==> src/rtl/i2cms_pkg.sv <==
`timescale 1ns / 1ps
package i2cms_pkg;

   typedef enum logic [2:0] {
      CMD_START      = 3'd0,
      CMD_STOP       = 3'd1,
      CMD_WRITE_BYTE = 3'd2,
      CMD_READ_BYTE  = 3'd3,
      CMD_SEND_ACK   = 3'd4,
      CMD_READ_ACK   = 3'd5
   } cmd_type;

   localparam logic [7:0] MSB_MASK = 8'h80;

   typedef struct packed {
      cmd_type    cmd;
      logic [7:0] data;
   } desc_type;

   typedef struct packed {
      logic       valid;
      desc_type   desc;
   } cq_head_type;

   typedef struct packed {
      logic       scl;
      logic       sda;
      logic [7:0] value;
      logic       last;
   } result_type;

endpackage

==> src/rtl/i2cms_front.sv <==
`timescale 1ns / 1ps
module i2cms_front (
   input  logic [2:0]          command,
   input  logic [7:0]          data_byte,
   input  logic                ack_bit,
   input  logic [7:0]          line_bits,
   output logic                desc_valid,
   output i2cms_pkg::desc_type desc
);

   // data holds the bits the back end shifts out or reports
   always_comb begin
      desc_valid = 1'b1;
      desc.cmd   = i2cms_pkg::CMD_START;
      desc.data  = 8'h00;
      unique case (command)
         i2cms_pkg::CMD_START: begin
            desc.cmd = i2cms_pkg::CMD_START;
         end
         i2cms_pkg::CMD_STOP: begin
            desc.cmd = i2cms_pkg::CMD_STOP;
         end
         i2cms_pkg::CMD_WRITE_BYTE: begin
            desc.cmd  = i2cms_pkg::CMD_WRITE_BYTE;
            desc.data = data_byte;
         end
         i2cms_pkg::CMD_READ_BYTE: begin
            desc.cmd  = i2cms_pkg::CMD_READ_BYTE;
            desc.data = line_bits;
         end
         i2cms_pkg::CMD_SEND_ACK: begin
            desc.cmd  = i2cms_pkg::CMD_SEND_ACK;
            desc.data = {ack_bit, 7'b0};
         end
         i2cms_pkg::CMD_READ_ACK: begin
            desc.cmd  = i2cms_pkg::CMD_READ_ACK;
            desc.data = {7'b0, |(line_bits & i2cms_pkg::MSB_MASK)};
         end
         default: begin
            desc_valid = 1'b0;
         end
      endcase
   end

endmodule

==> src/rtl/i2cms_cmd_queue.sv <==
`timescale 1ns / 1ps
module i2cms_cmd_queue (
   input  logic                   clock,
   input  logic                   reset,
   input  logic                   push,
   input  i2cms_pkg::desc_type    push_desc,
   output logic                   full,
   input  logic                   pop,
   output i2cms_pkg::cq_head_type head
);

   i2cms_pkg::desc_type entry_ff [2];
   logic       wr_ptr_ff, wr_ptr_in;
   logic       rd_ptr_ff, rd_ptr_in;
   logic [1:0] count_ff, count_in;
   logic       do_push, do_pop;

   assign full       = (count_ff == 2'd2);
   assign head.valid = (count_ff != 2'd0);
   assign head.desc  = entry_ff[rd_ptr_ff];
   assign do_push    = push && !full;
   assign do_pop     = pop && head.valid;

   always_comb begin
      wr_ptr_in = do_push ? ~wr_ptr_ff : wr_ptr_ff;
      rd_ptr_in = do_pop ? ~rd_ptr_ff : rd_ptr_ff;
      count_in  = count_ff + {1'b0, do_push} - {1'b0, do_pop};
   end

   always_ff @(posedge clock) begin
      if (reset) begin
         wr_ptr_ff <= 1'b0;
         rd_ptr_ff <= 1'b0;
         count_ff  <= 2'd0;
      end else begin
         wr_ptr_ff <= wr_ptr_in;
         rd_ptr_ff <= rd_ptr_in;
         count_ff  <= count_in;
      end
   end

   always_ff @(posedge clock) begin
      if (do_push) begin
         entry_ff[wr_ptr_ff] <= push_desc;
      end
   end

   a_count_bound: assert property (@(posedge clock) disable iff (reset)
      count_ff != 2'd3) else $error("command queue count overflow");
   a_push_full: assert property (@(posedge clock) disable iff (reset)
      (full && !do_pop) |=> full) else $error("full dropped without a pop");
   a_pop_empty: assert property (@(posedge clock) disable iff (reset)
      (!head.valid && !do_push) |=> !head.valid)
      else $error("entry appeared without a push");

endmodule

==> src/rtl/i2cms_back.sv <==
`timescale 1ns / 1ps
module i2cms_back (
   input  logic                   clock,
   input  logic                   reset,
   input  i2cms_pkg::cq_head_type cq_head,
   output logic                   cq_pop,
   output logic                   rsp_empty,
   input  logic                   rsp_pop,
   output i2cms_pkg::result_type  rsp
);

   typedef enum logic [3:0] {
      ST_IDLE  = 4'b0001,
      ST_START = 4'b0010,
      ST_STOP  = 4'b0100,
      ST_BITS  = 4'b1000
   } state_type;

   state_type           state_ff, state_in;
   i2cms_pkg::cmd_type  cmd_ff, cmd_in;
   logic [7:0]          data_ff, data_in;
   logic [1:0]          ph_ff, ph_in;
   logic [2:0]          bit_ff, bit_in;
   logic                scl_ff, scl_in;
   logic                sda_ff, sda_in;

   i2cms_pkg::result_type oq_ff [2];
   logic       oq_wr_ff, oq_wr_in;
   logic       oq_rd_ff, oq_rd_in;
   logic [1:0] oq_count_ff, oq_count_in;

   logic       emit, do_pop, released, is_scl, level, last, load;
   logic [2:0] last_bit;
   i2cms_pkg::result_type res;
   state_type  load_state;

   assign released = (cmd_ff == i2cms_pkg::CMD_READ_BYTE) ||
                     (cmd_ff == i2cms_pkg::CMD_READ_ACK);
   assign last_bit = ((cmd_ff == i2cms_pkg::CMD_WRITE_BYTE) ||
                      (cmd_ff == i2cms_pkg::CMD_READ_BYTE)) ? 3'd7 : 3'd0;

   // one pin write per step
   always_comb begin
      is_scl = 1'b0;
      level  = 1'b1;
      last   = 1'b0;
      unique case (state_ff)
         ST_START: begin
            is_scl = ph_ff[0];
            level  = !ph_ff[1];
            last   = (ph_ff == 2'd3);
         end
         ST_STOP: begin
            is_scl = ph_ff[0];
            level  = (ph_ff != 2'd0);
            last   = (ph_ff == 2'd2);
         end
         ST_BITS: begin
            is_scl = (ph_ff != 2'd0);
            level  = (ph_ff == 2'd0) ? (released || data_ff[7]) : (ph_ff == 2'd1);
            last   = (ph_ff == 2'd2) && (bit_ff == last_bit);
         end
         default: begin
            is_scl = 1'b0;
         end
      endcase
   end

   assign emit      = (state_ff != ST_IDLE) && (oq_count_ff != 2'd2);
   assign load      = cq_head.valid && ((state_ff == ST_IDLE) || (emit && last));
   assign cq_pop    = load;
   assign res.scl   = is_scl ? level : scl_ff;
   assign res.sda   = is_scl ? sda_ff : level;
   assign res.last  = last;
   assign res.value = (last && released) ? data_ff : 8'h00;

   always_comb begin
      unique case (cq_head.desc.cmd)
         i2cms_pkg::CMD_START: load_state = ST_START;
         i2cms_pkg::CMD_STOP:  load_state = ST_STOP;
         default:              load_state = ST_BITS;
      endcase
   end

   always_comb begin
      state_in = state_ff;
      cmd_in   = cmd_ff;
      data_in  = data_ff;
      ph_in    = ph_ff;
      bit_in   = bit_ff;
      scl_in   = emit ? res.scl : scl_ff;
      sda_in   = emit ? res.sda : sda_ff;
      priority if (load) begin
         state_in = load_state;
         cmd_in   = cq_head.desc.cmd;
         data_in  = cq_head.desc.data;
         ph_in    = 2'd0;
         bit_in   = 3'd0;
      end else if (emit && last) begin
         state_in = ST_IDLE;
      end else if (emit) begin
         if ((state_ff == ST_BITS) && (ph_ff == 2'd2)) begin
            ph_in  = released ? 2'd1 : 2'd0;
            bit_in = bit_ff + 3'd1;
            if (cmd_ff == i2cms_pkg::CMD_WRITE_BYTE) begin
               data_in = {data_ff[6:0], 1'b0};
            end
         end else begin
            ph_in = ph_ff + 2'd1;
         end
      end
   end

   // output queue, so a short rsp stall does not hold the sequencer; a full one does
   assign do_pop    = rsp_pop && (oq_count_ff != 2'd0);
   assign rsp_empty = (oq_count_ff == 2'd0);
   assign rsp       = oq_ff[oq_rd_ff];

   always_comb begin
      oq_wr_in    = emit ? ~oq_wr_ff : oq_wr_ff;
      oq_rd_in    = do_pop ? ~oq_rd_ff : oq_rd_ff;
      oq_count_in = oq_count_ff + {1'b0, emit} - {1'b0, do_pop};
   end

   always_ff @(posedge clock) begin
      if (reset) begin
         state_ff    <= ST_IDLE;
         scl_ff      <= 1'b1;
         sda_ff      <= 1'b1;
         oq_wr_ff    <= 1'b0;
         oq_rd_ff    <= 1'b0;
         oq_count_ff <= 2'd0;
      end else begin
         state_ff    <= state_in;
         scl_ff      <= scl_in;
         sda_ff      <= sda_in;
         oq_wr_ff    <= oq_wr_in;
         oq_rd_ff    <= oq_rd_in;
         oq_count_ff <= oq_count_in;
      end
   end

   always_ff @(posedge clock) begin
      cmd_ff  <= cmd_in;
      data_ff <= data_in;
      ph_ff   <= ph_in;
      bit_ff  <= bit_in;
      if (emit) begin
         oq_ff[oq_wr_ff] <= res;
      end
   end

   a_oq_bound: assert property (@(posedge clock) disable iff (reset)
      oq_count_ff != 2'd3) else $error("result queue overflow");
   a_bits_phase: assert property (@(posedge clock) disable iff (reset)
      (state_ff == ST_BITS) |-> (ph_ff != 2'd3)) else $error("bad bit phase");
   a_idle_after_last: assert property (@(posedge clock) disable iff (reset)
      (emit && last && !cq_head.valid) |=> (state_ff == ST_IDLE))
      else $error("sequencer ran past last step");
   a_pins_hold: assert property (@(posedge clock) disable iff (reset)
      (state_ff == ST_IDLE) |=> ($stable(scl_ff) && $stable(sda_ff)))
      else $error("pins moved while idle");

endmodule

==> src/rtl/i2c_master_bit_sequencer.sv <==
`timescale 1ns / 1ps
// channel  beat                                   accept
// req      command, data_byte, ack_bit, line_bits push && !full
// rsp      scl_level, sda_level, read_value, last  pop && !empty
//
// One pin write per cycle from the back-end sequencer while the result queue
// has room. A command gives 4 (start), 3 (stop, send ack, read ack), 24 (write
// byte) or 17 (read byte) beats, none for an idle load. Codes 6 and 7 give no beats.
// Reset is synchronous: both pins return to 1, both queues empty.
// A two-entry command queue takes new commands while one is in progress;
// a two-entry result queue absorbs short rsp stalls, a full one halts the sequencer.
module i2c_master_bit_sequencer (
   input  logic       clock,
   input  logic       reset,
   input  logic       req_push,
   output logic       req_full,
   input  logic [2:0] req_command,
   input  logic [7:0] req_data_byte,
   input  logic       req_ack_bit,
   input  logic [7:0] req_line_bits,
   output logic       rsp_empty,
   input  logic       rsp_pop,
   output logic       rsp_scl_level,
   output logic       rsp_sda_level,
   output logic [7:0] rsp_read_value,
   output logic       rsp_last_step
);

   logic                   desc_valid;
   i2cms_pkg::desc_type    desc;
   i2cms_pkg::cq_head_type cq_head;
   logic                   cq_pop;
   i2cms_pkg::result_type  rsp;

   i2cms_front u_front (
      .command    (req_command),
      .data_byte  (req_data_byte),
      .ack_bit    (req_ack_bit),
      .line_bits  (req_line_bits),
      .desc_valid (desc_valid),
      .desc       (desc)
   );

   i2cms_cmd_queue u_cmd_queue (
      .clock     (clock),
      .reset     (reset),
      .push      (req_push && desc_valid),
      .push_desc (desc),
      .full      (req_full),
      .pop       (cq_pop),
      .head      (cq_head)
   );

   i2cms_back u_back (
      .clock     (clock),
      .reset     (reset),
      .cq_head   (cq_head),
      .cq_pop    (cq_pop),
      .rsp_empty (rsp_empty),
      .rsp_pop   (rsp_pop),
      .rsp       (rsp)
   );

   assign rsp_scl_level  = rsp.scl;
   assign rsp_sda_level  = rsp.sda;
   assign rsp_read_value = rsp.value;
   assign rsp_last_step  = rsp.last;

endmodule
==> config.mk <==
export PLATFORM = sky130hd
export DESIGN_NAME = i2c_master_bit_sequencer
export DESIGN_NICKNAME = d
export VERILOG_FILES = /design/src/rtl/i2cms_pkg.sv /design/src/rtl/i2cms_front.sv /design/src/rtl/i2cms_cmd_queue.sv /design/src/rtl/i2cms_back.sv /design/src/rtl/i2c_master_bit_sequencer.sv
export SDC_FILE = /design/constraint.sdc
export NUM_CORES = 1
export LEC_CHECK = 0
export ABC_AREA = 1
export BUFFER_PORTS_ARGS = -buffer_cell sky130_fd_sc_hd__buf_4
export CAP_MARGIN = 20
export CORE_UTILIZATION = 45
export DETAILED_ROUTE_END_ITERATION = 6
export HOLD_SLACK_MARGIN = 0.15
export PLACE_DENSITY = 0.64
export SKIP_LAST_GASP = 1
export SLEW_MARGIN = 15
export SYNTH_ARGS = -nofsm -noshare
export SYNTH_HDL_FRONTEND = slang
export SYNTH_SLANG_ARGS = --single-unit
==> constraint.sdc <==
create_clock -name clock -period 3.5 [get_ports clock]
set_input_delay 0.875 -clock clock [delete_from_list [all_inputs] [get_ports clock]]
set_output_delay 0.875 -clock clock [all_outputs]
set_load 0.02 [all_outputs]
==> results of run 1 <==
[worst paths after layout]
| kind | to | slack (ns) |
|---|---|---|
| worst max-delay path | u_cmd_queue.count_ff[1]$_SDFF_PP0_ | 0.98 |
| worst min-delay path | flip-flop | 0.45 |
| worst max register to register | u_cmd_queue.count_ff[1]$_SDFF_PP0_ | 0.98 |
| worst min register to register | flip-flop | 0.45 |
[metrics by stage]
step	utilization, %	total power, mW	instances
floorplan	-	2.45	327
global placement	52.2	2.73	457
detailed placement	52.2	2.75	457
CTS	55.4	3.56	473
global route	55.4	3.78	473
finish	55.4	3.51	473
[area by class of cell]
class | instances | area [um^2] | share of cell area, %
repair buffers | 36 | 270 | 6.58
multi-input cells | 195 | 1200 | 29.2
well taps | 99 | 124 | 3.02
inverters | 51 | 198 | 4.81
flip-flops and latches | 76 | 2070 | 50.5
clock inverters | 4 | 97.6 | 2.38
clock buffers | 12 | 145 | 3.53
[state kept, by name, summed over array words and instances, names as in the netlist, named ones only]
signal / cells
u_back.sda_ff: 1
u_cmd_queue.rd_ptr_ff: 1
u_cmd_queue.count_ff: 2
u_back.oq_ff: 22
u_back.bit_ff: 3
u_back.state_ff: 4
u_back.cmd_ff: 3
u_back.oq_wr_ff: 1
u_back.scl_ff: 1
u_cmd_queue.wr_ptr_ff: 1
u_cmd_queue.entry_ff: 22
u_back.data_ff: 8
u_back.oq_count_ff: 2
u_back.oq_rd_ff: 1
u_back.ph_ff: 2
[cell families (layout without fill, tap and decap cells)]
| group | after synthesis | in the layout | share of synthesized area (%) |
|---|---|---|---|
| AND/OR/NAND/NOR | 119 | 119 | 17.0 |
| XOR/XNOR | 4 | 4 | 1.00 |
| flip-flops | 76 | 76 | 59.1 |
| adder cells (fa/ha/maj) | 5 | 5 | 1.79 |
| buffers and inverters | 56 | 103 | 6.64 |
| AO/OA/AOI/OAI | 49 | 49 | 8.93 |
| multiplexers | 18 | 18 | 5.53 |
[metal layers]
layer	up-vias	track usage [%]	wire, um
li1	1185	-	-
met3	9	3.62	172
met2	38	23.7	2440
met1	973	19.1	2640
met4	0	7.26	103
met5	-	0	0
[critical path, stage by stage (launching register included)]
cell,delay [ns]
dfxtp_1,0.34
nor2_2,0.16
nand3_2,0.17
o21ai_2,0.20
inv_6,0.08
nand2_4,0.11
nand2_4,0.08
nand2_4,0.26
inv_2,0.11
ha_1,0.30
inv_1,0.06
ha_1,0.16
xor2_1,0.20
o21ai_0,0.10
a21oi_1,0.13
[power by group]
| part | internal (mW) | switching, mW | total, mW |
|---|---|---|---|
| clock network | 0.494 | 0.301 | 0.794 |
| registers | 1.31 | 0.157 | 1.46 |
| logic | 0.474 | 0.778 | 1.25 |
[cells in the mapped netlist]
| master | instances |
|---|---|
| nor2_2 | 3 |
| a21oi_1 | 15 |
| dfxtp_1 | 21 |
| nand4_1 | 3 |
| buf_6 | 2 |
| or2_0 | 1 |
| or2_2 | 3 |
| nand3_4 | 1 |
| xor2_1 | 3 |
| ha_1 | 5 |
| o211ai_1 | 3 |
| a21oi_2 | 1 |
| inv_6 | 1 |
| inv_1 | 44 |
| nand2_1 | 39 |
| mux2i_1 | 7 |
| buf_2 | 1 |
| edfxtp_1 | 55 |
| xnor2_1 | 1 |
| nor2_8 | 1 |
| nand3_2 | 1 |
| clkinv_2 | 1 |
| o21ai_0 | 15 |
| and2_1 | 2 |
| nand3_1 | 16 |
| nor2_1 | 36 |
| a22o_1 | 6 |
| nand2_4 | 5 |
| nor2_4 | 1 |
| o21ai_2 | 9 |
| mux2_2 | 11 |
| clkbuf_1 | 2 |
| inv_2 | 5 |
| nand2_2 | 7 |
==> impl_metrics.ini, run 1 <==
[drt]
drt_pass1_iterations = 4
num_vias = 2205
drtIter0Drc = 113
drc = 0
viasPerCell = 4.66
avgRoutedWirePerCell_um = 11.3
wl_mm = 5.35
ant_nets = 0

[clock_tree]
htreeDepth = 3
clk_pin_slew_ns = 0.07
ctsResizeCount = 0
cts_tree = done
clk_latency_ns = 0.34
clockRootBuffer = clkbuf_8
cts_setup_buffers = 0
clock-sinks = 76
cts_buffers = 9
cts.path.max_buffers = 2
ctsHoldBuffers = 0

[die]
die_h_um = 90.3
die_width_um = 90.3
num_rows = 31
fp.coreArea_um2 = 7410
start_util_pct = 47.3
ios = 37
fp.dieArea_um2 = 8150

[synth]
netlist_top_cells_area = edfxtp_1, dfxtp_1, inv_1
yosysSeqAreaShare_pct = 59.1
synth_top_cell_area_share_pct = 47.1
synthDistinctLibCells = 34
syn_inst = 327
synth_top_area_cell = edfxtp_1
synth_warnings = 0
ys_ff_latch = 76
syn_avg_cell_area_um2 = 10.7
syn_area_um2 = 3500
syn_nets = 356

[setup_path]
critPathKind = flip-flop to flip-flop
crit_fanout = 21
startpoint = u_back.state_ff[3]$_SDFFE_PP0P_
critPathArrivalTime_ns = 2.79
setup.worst_path.end_class = flip-flop
cp.required_ns = 3.77
start_kind = flip-flop
reg2reg_depth = 14
r2r-start = u_back.state_ff[3]$_SDFFE_PP0P_

[sta]
final-max-slew-violation-count = 0
hold_slack_ns = 0.451
tightest_slew_ns = 0.975
setup_violations = 0
finalHoldViolCount = 0
slew_headroom_pct = 34.8
setup_ws_ns = 0.983
finClkSkew_ns = 0.00818
fin_crit_sh_pct = 71.9
max_freq_mhz = 397
rsz0062_at_grt = false
final.min_clock_period_ns = 2.52
tns_ns = 0

[placement]
place_congestion = 0.788
dp_slack_ns = 0.973
dpl-instance-area_um2 = 3860
port_buffers = 36
dp_hpwl_mm = 3.95

[final_layout]
final_cell_mix = edfxtp_1, inv_1, nand2_1, nor2_1, buf_4
layout_commonest_cell = edfxtp_1
final_area_um2 = 4110
drive_gt1_share_pct = 26.7
final_nets = 398
area_growth_pct = 17.2
n_antenna_cell = 0
nFillCells = 664

[grt]
antenna_found_initial = 0
gr-total-overflow = 0
grt_max_degree = 22
grt_pass1_vias = 2126
grt_usage_pct = 14.9
grt_pass1_wl_mm = 9.52

[power]
p_leak_nw = 1.76
powerDensity_nw_per_um2 = 855
ir_worst_vdd_uv = 465

[job]
maxCapViolations = 0

[hold_path]
hold_depth = 1
min_from = u_back.oq_rd_ff$_SDFFE_PP0P_
hold_class = flip-flop to flip-flop

[status]
status = complete, no violations
Power figures use the tool's default switching activity.
==> run 2: changes to the inputs <==
- clock period: 3.5 -> 2.5 ns (I/O delays scaled with it)
==> run 2 against run 1 <==
Against the previous run: clock skew shrank 0.0015 ns; worst setup slack lost 0.76 ns; clock power grew 9.4%; non-clock buffer count grew 5.
==> impl_metrics.ini, run 2 (same netlist as run 1, synthesis figures left out) <==
[status]
status = complete, no violations

[drt]
drt_pass1_iterations = 4
ant_nets = 0
avgRoutedWirePerCell_um = 11.6
drc = 0
num_vias = 2276
wl_mm = 5.54
drtIter0Drc = 79
viasPerCell = 4.76

[clock_tree]
cts_tree = done
cts_setup_buffers = 0
clk_pin_slew_ns = 0.08
clock-sinks = 76
clockRootBuffer = clkbuf_8
htreeDepth = 3
clk_latency_ns = 0.34
cts_buffers = 9
cts.path.max_buffers = 2

[final_layout]
top_regs = u_back.oq_ff x22, u_cmd_queue.entry_ff x22, u_back.data_ff x8
drive_gt1_share_pct = 27.4
area_growth_pct = 16.7
final_nets = 403
n_antenna_cell = 0
layout_commonest_cell = edfxtp_1
final_cell_mix = edfxtp_1, inv_1, buf_4, nand2_1, nor2_1
finish.utilization_pct = 55.2

[die]
fp.dieArea_um2 = 8150
ios = 37
start_util_pct = 47.3
fp.coreArea_um2 = 7410
num_rows = 31
die_width_um = 90.3
die_h_um = 90.3

[power]
p_leak_nw = 1.76
p_total_mw = 4.75
ir_worst_vdd_uv = 490
powerDensity_nw_per_um2 = 1160

[grt]
grt_max_degree = 21
gr-total-overflow = 0
grt_pass1_vias = 2199
grt_pass1_wl_mm = 9.41
grt_usage_pct = 14.6
antenna_found_initial = 0

[placement]
dp_hpwl_mm = 4.04
place_congestion = 0.845
port_buffers = 36

[setup_path]
cp.required_ns = 2.76
r2r-end = u_cmd_queue.count_ff[1]$_SDFF_PP0_
reg2reg_depth = 14
setup.worst_path.end_class = flip-flop
critPathKind = flip-flop to flip-flop
startpoint = u_back.state_ff[3]$_SDFFE_PP0P_
critPathArrivalTime_ns = 2.55
reg2reg_slack_ns = 0.22
endpoint = u_cmd_queue.count_ff[1]$_SDFF_PP0_
start_kind = flip-flop
crit_fanout = 7
r2r-start = u_back.state_ff[3]$_SDFFE_PP0P_

[hold_path]
hold_class = flip-flop to flip-flop

[sta]
setup_violations = 0
finClkSkew_ns = 0.00673
slew_headroom_pct = 38.1
final.min_clock_period_ns = 2.28
final-max-slew-violation-count = 0
tightest_slew_ns = 0.925
max_freq_mhz = 438
rsz0062_at_grt = false
fin_crit_sh_pct = 91.3
finalHoldViolCount = 0
tns_ns = 0

[job]
maxCapViolations = 0
## run 2: cell types whose count changed in the layout (fill, tap and decap cells not counted), sizes merged
cell / before / now
bufinv: 3 / 1
buf: 36 / 41
clkinv: 1 / 5
clkbuf: 12 / 10
## run 2: metrics by stage
stage          worst slack, ns  std cells  area (um^2)  hold slack, ns
2_1_floorplan            0.453        327         3500           0.426
3_3_place_gp             0.372        461         3890           0.440
3_5_place_dp             0.224        461         3890           0.448
4_1_cts                  0.195        477         4080           0.461
5_1_grt                0.00407        478         4090           0.480
6_report                 0.219        478         4090           0.460
## run 2: where the power goes
part | internal [mW] | switching (mW) | leakage [nW]
sequential | 1.83 | 0.187 | 0.689
clock | 0.451 | 0.418 | 0.0911
combinational | 0.710 | 1.16 | 0.978
## run 2: how the worst min path moves through the flow
stage / depth (start not counted) / to / start
after floorplan: 1 / flip-flop / u_back.oq_rd_ff$_SDFFE_PP0P_
after global placement: 1 / u_back.oq_rd_ff$_SDFFE_PP0P_ / u_back.oq_rd_ff$_SDFFE_PP0P_
after detailed placement: 1 / u_back.oq_rd_ff$_SDFFE_PP0P_ / u_back.oq_rd_ff$_SDFFE_PP0P_
after CTS: 1 / u_back.oq_rd_ff$_SDFFE_PP0P_ / u_back.oq_rd_ff$_SDFFE_PP0P_
after global routing: 1 / u_back.oq_rd_ff$_SDFFE_PP0P_ / u_back.oq_rd_ff$_SDFFE_PP0P_
final: 1 / flip-flop / u_back.oq_rd_ff$_SDFFE_PP0P_
## run 2: metal layers
| layer | wire length, um | track usage, % |
|---|---|---|
| met1 | 2650 | 17.7 |
| met2 | 2600 | 24.7 |
| met4 | 115 | 7.26 |
| met3 | 173 | 2.86 |
| met5 | 0 | 0 |
## run 2: final cells by class
class / instances / area, um^2
fillers: 667 / 3320
flip-flops and latches: 76 / 2070
multi-input cells: 195 / 1210
repair buffers: 41 / 308
inverters: 51 / 198
clock buffers: 10 / 128
well taps: 99 / 124
clock inverters: 6 / 55.1
## run 2: worst max-delay path: stages (launching register included)
cell and delay (ns):
dfxtp_1 0.34, nor2_2 0.17, nand3_2 0.19, o21ai_4 0.18
inv_6 0.08, nand2_4 0.11, nand2_4 0.08, nand2_4 0.07
inv_2 0.05, ha_1 0.28, inv_1 0.06, ha_1 0.14
xor2_1 0.19, o21ai_0 0.11, a21oi_1 0.16
## run 2: timing repair
action                                 4_1_cts  5_1_grt
endpoints found under the hold margin        0        0
resized for setup                            0        1
setup endpoints to repair                    0        1
hold buffers                                 0        0
==> run 3: changes to the inputs <==
- CORE_UTILIZATION: 45 -> 58
- PLACE_DENSITY: 0.64 -> 0.79
==> run 3 against run 2 <==
Against the previous run: register-to-register slack improved by 0.06 ns; critical path depth rose by 1; routed wire length rose by 5.5%; highest routed layer unchanged; die area shrank 22%; largest cell class unchanged; fmax grew 2.5%.
==> impl_metrics.ini, run 3 (same netlist as run 1, synthesis figures left out) <==
[die]
num_rows = 27
fp.coreArea_um2 = 5680
ios = 37
die_h_um = 79.7
fp.dieArea_um2 = 6360
start_util_pct = 61.8
die_width_um = 79.7

[drt]
drt_pass1_iterations = 4
drtIter0Drc = 100
wl_mm = 5.84
viasPerCell = 5.18
ant_nets = 0
drc = 0
num_vias = 2336
avgRoutedWirePerCell_um = 13.0

[clock_tree]
clk_pin_slew_ns = 0.08
cts_buffers = 9
clk_latency_ns = 0.34
ctsHoldBuffers = 0
cts.path.max_buffers = 2
cts_setup_buffers = 0
ctsResizeCount = 0
clock-sinks = 76
cts_tree = done
clockRootBuffer = clkbuf_8
htreeDepth = 3

[sta]
tightest_slew_ns = 0.995
setup_violations = 0
tns_ns = 0
finClkSkew_ns = 0.00973
max_freq_mhz = 449
final.min_clock_period_ns = 2.23
finalHoldViolCount = 0
slew_headroom_pct = 33.4
rsz0062_at_grt = false
hold_slack_ns = 0.468
final-max-slew-violation-count = 0
fin_crit_sh_pct = 89.1

[final_layout]
layout_commonest_cell = edfxtp_1
final_nets = 403
area_growth_pct = 15.4
finish.utilization_pct = 71.3
nFillCells = 411
drive_gt1_share_pct = 26.9
final_area_um2 = 4050
final_cell_mix = edfxtp_1, inv_1, buf_4, nand2_1, nor2_1
top_regs = u_back.oq_ff x22, u_cmd_queue.entry_ff x22, u_back.data_ff x8
n_antenna_cell = 0

[grt]
grt_max_degree = 21
antenna_found_initial = 0
gr-total-overflow = 0
grt_pass1_wl_mm = 10.0
grt_pass1_vias = 2343
grt_usage_pct = 21.1

[placement]
dpl-instance-area_um2 = 3870
port_buffers = 36
dp_hpwl_mm = 4.26
place_congestion = 0.786

[setup_path]
critPathKind = flip-flop to flip-flop
setup.worst_path.end_class = flip-flop
cp.required_ns = 2.78
crit_fanout = 6
start_kind = flip-flop
critPathArrivalTime_ns = 2.50

[power]
p_leak_nw = 1.75
p_sw_share_pct = 37.3
p_int_mw = 3.00
ir_worst_vdd_uv = 631
powerDensity_nw_per_um2 = 1180
p_switching_mw = 1.78
clkPwrFrac_pct = 18.4
seq_power_share_pct = 42.2
combinationalPowerShare_pct = 39.4

[hold_path]
hold_class = flip-flop to flip-flop

[status]
status = complete, no violations

[job]
maxCapViolations = 0
[run 3: power groups by stage]
stage | Clock, mW | Combinational, mW | Sequential (mW)
floorplan | 0 | 1.45 | 1.98
global placement | 0 | 1.83 | 2.02
detailed placement | 0 | 1.90 | 2.05
CTS | 0.891 | 1.91 | 2.02
global route | 0.950 | 2.10 | 2.06
finish | 0.879 | 1.88 | 2.02
[run 3: layout make-up]
class	instances	area (um^2)	share of cell area, %
sequential	76	2070	51.2
multi-input combinational	195	1200	29.7
timing repair buffer	41	308	7.61
inverter	51	198	4.89
clock buffer	14	143	3.53
tap	72	90.1	2.23
clock inverter	2	35.0	0.866
[run 3: metrics by stage]
step / setup WS [ns] / instances / power [mW]
after floorplan: 0.453 / 327 / 3.44
after global placement: 0.372 / 435 / 3.85
after detailed placement: 0.287 / 435 / 3.94
after CTS: 0.263 / 451 / 4.82
after global routing: 0.0748 / 451 / 5.11
final: 0.274 / 451 / 4.78
[run 3: path summary, 6_finish.rpt]
check,from,to,slack (ns),depth (start not counted)
hold / removal,u_back.oq_rd_ff$_SDFFE_PP0P_,u_back.oq_rd_ff$_SDFFE_PP0P_,0.47,1
setup reg to reg,u_back.state_ff[0]$_SDFFE_PP1P_,u_cmd_queue.count_ff[1]$_SDFF_PP0_,0.27,15
hold reg to reg,u_back.oq_rd_ff$_SDFFE_PP0P_,u_back.oq_rd_ff$_SDFFE_PP0P_,0.47,1
setup / recovery,u_back.state_ff[0]$_SDFFE_PP1P_,u_cmd_queue.count_ff[1]$_SDFF_PP0_,0.27,15
[run 3: metal layers]
layer  up-vias  GRT usage [%]  routed length [um]  part of all wire [%]
li1       1189              -                   -                     -
met3        12           3.77                 178                   3.0
met1      1089           24.5                2610                    45
met2        46           36.6                2920                    50
met5         -              0                   0                     0
met4         0           11.8                 138                   2.4
[run 3: critical path: stages (launching register included)]
cell and delay, ns:
dfxtp_1 0.36, nor2_2 0.21, nand2_4 0.10, nor2_8 0.14
nand3_4 0.09, nand2_4 0.10, nand2_4 0.08, nand2_4 0.10
nand2_4 0.05, inv_2 0.08, ha_1 0.23, inv_1 0.06
ha_1 0.15, xor2_1 0.18, o21ai_0 0.09, a21oi_1 0.13
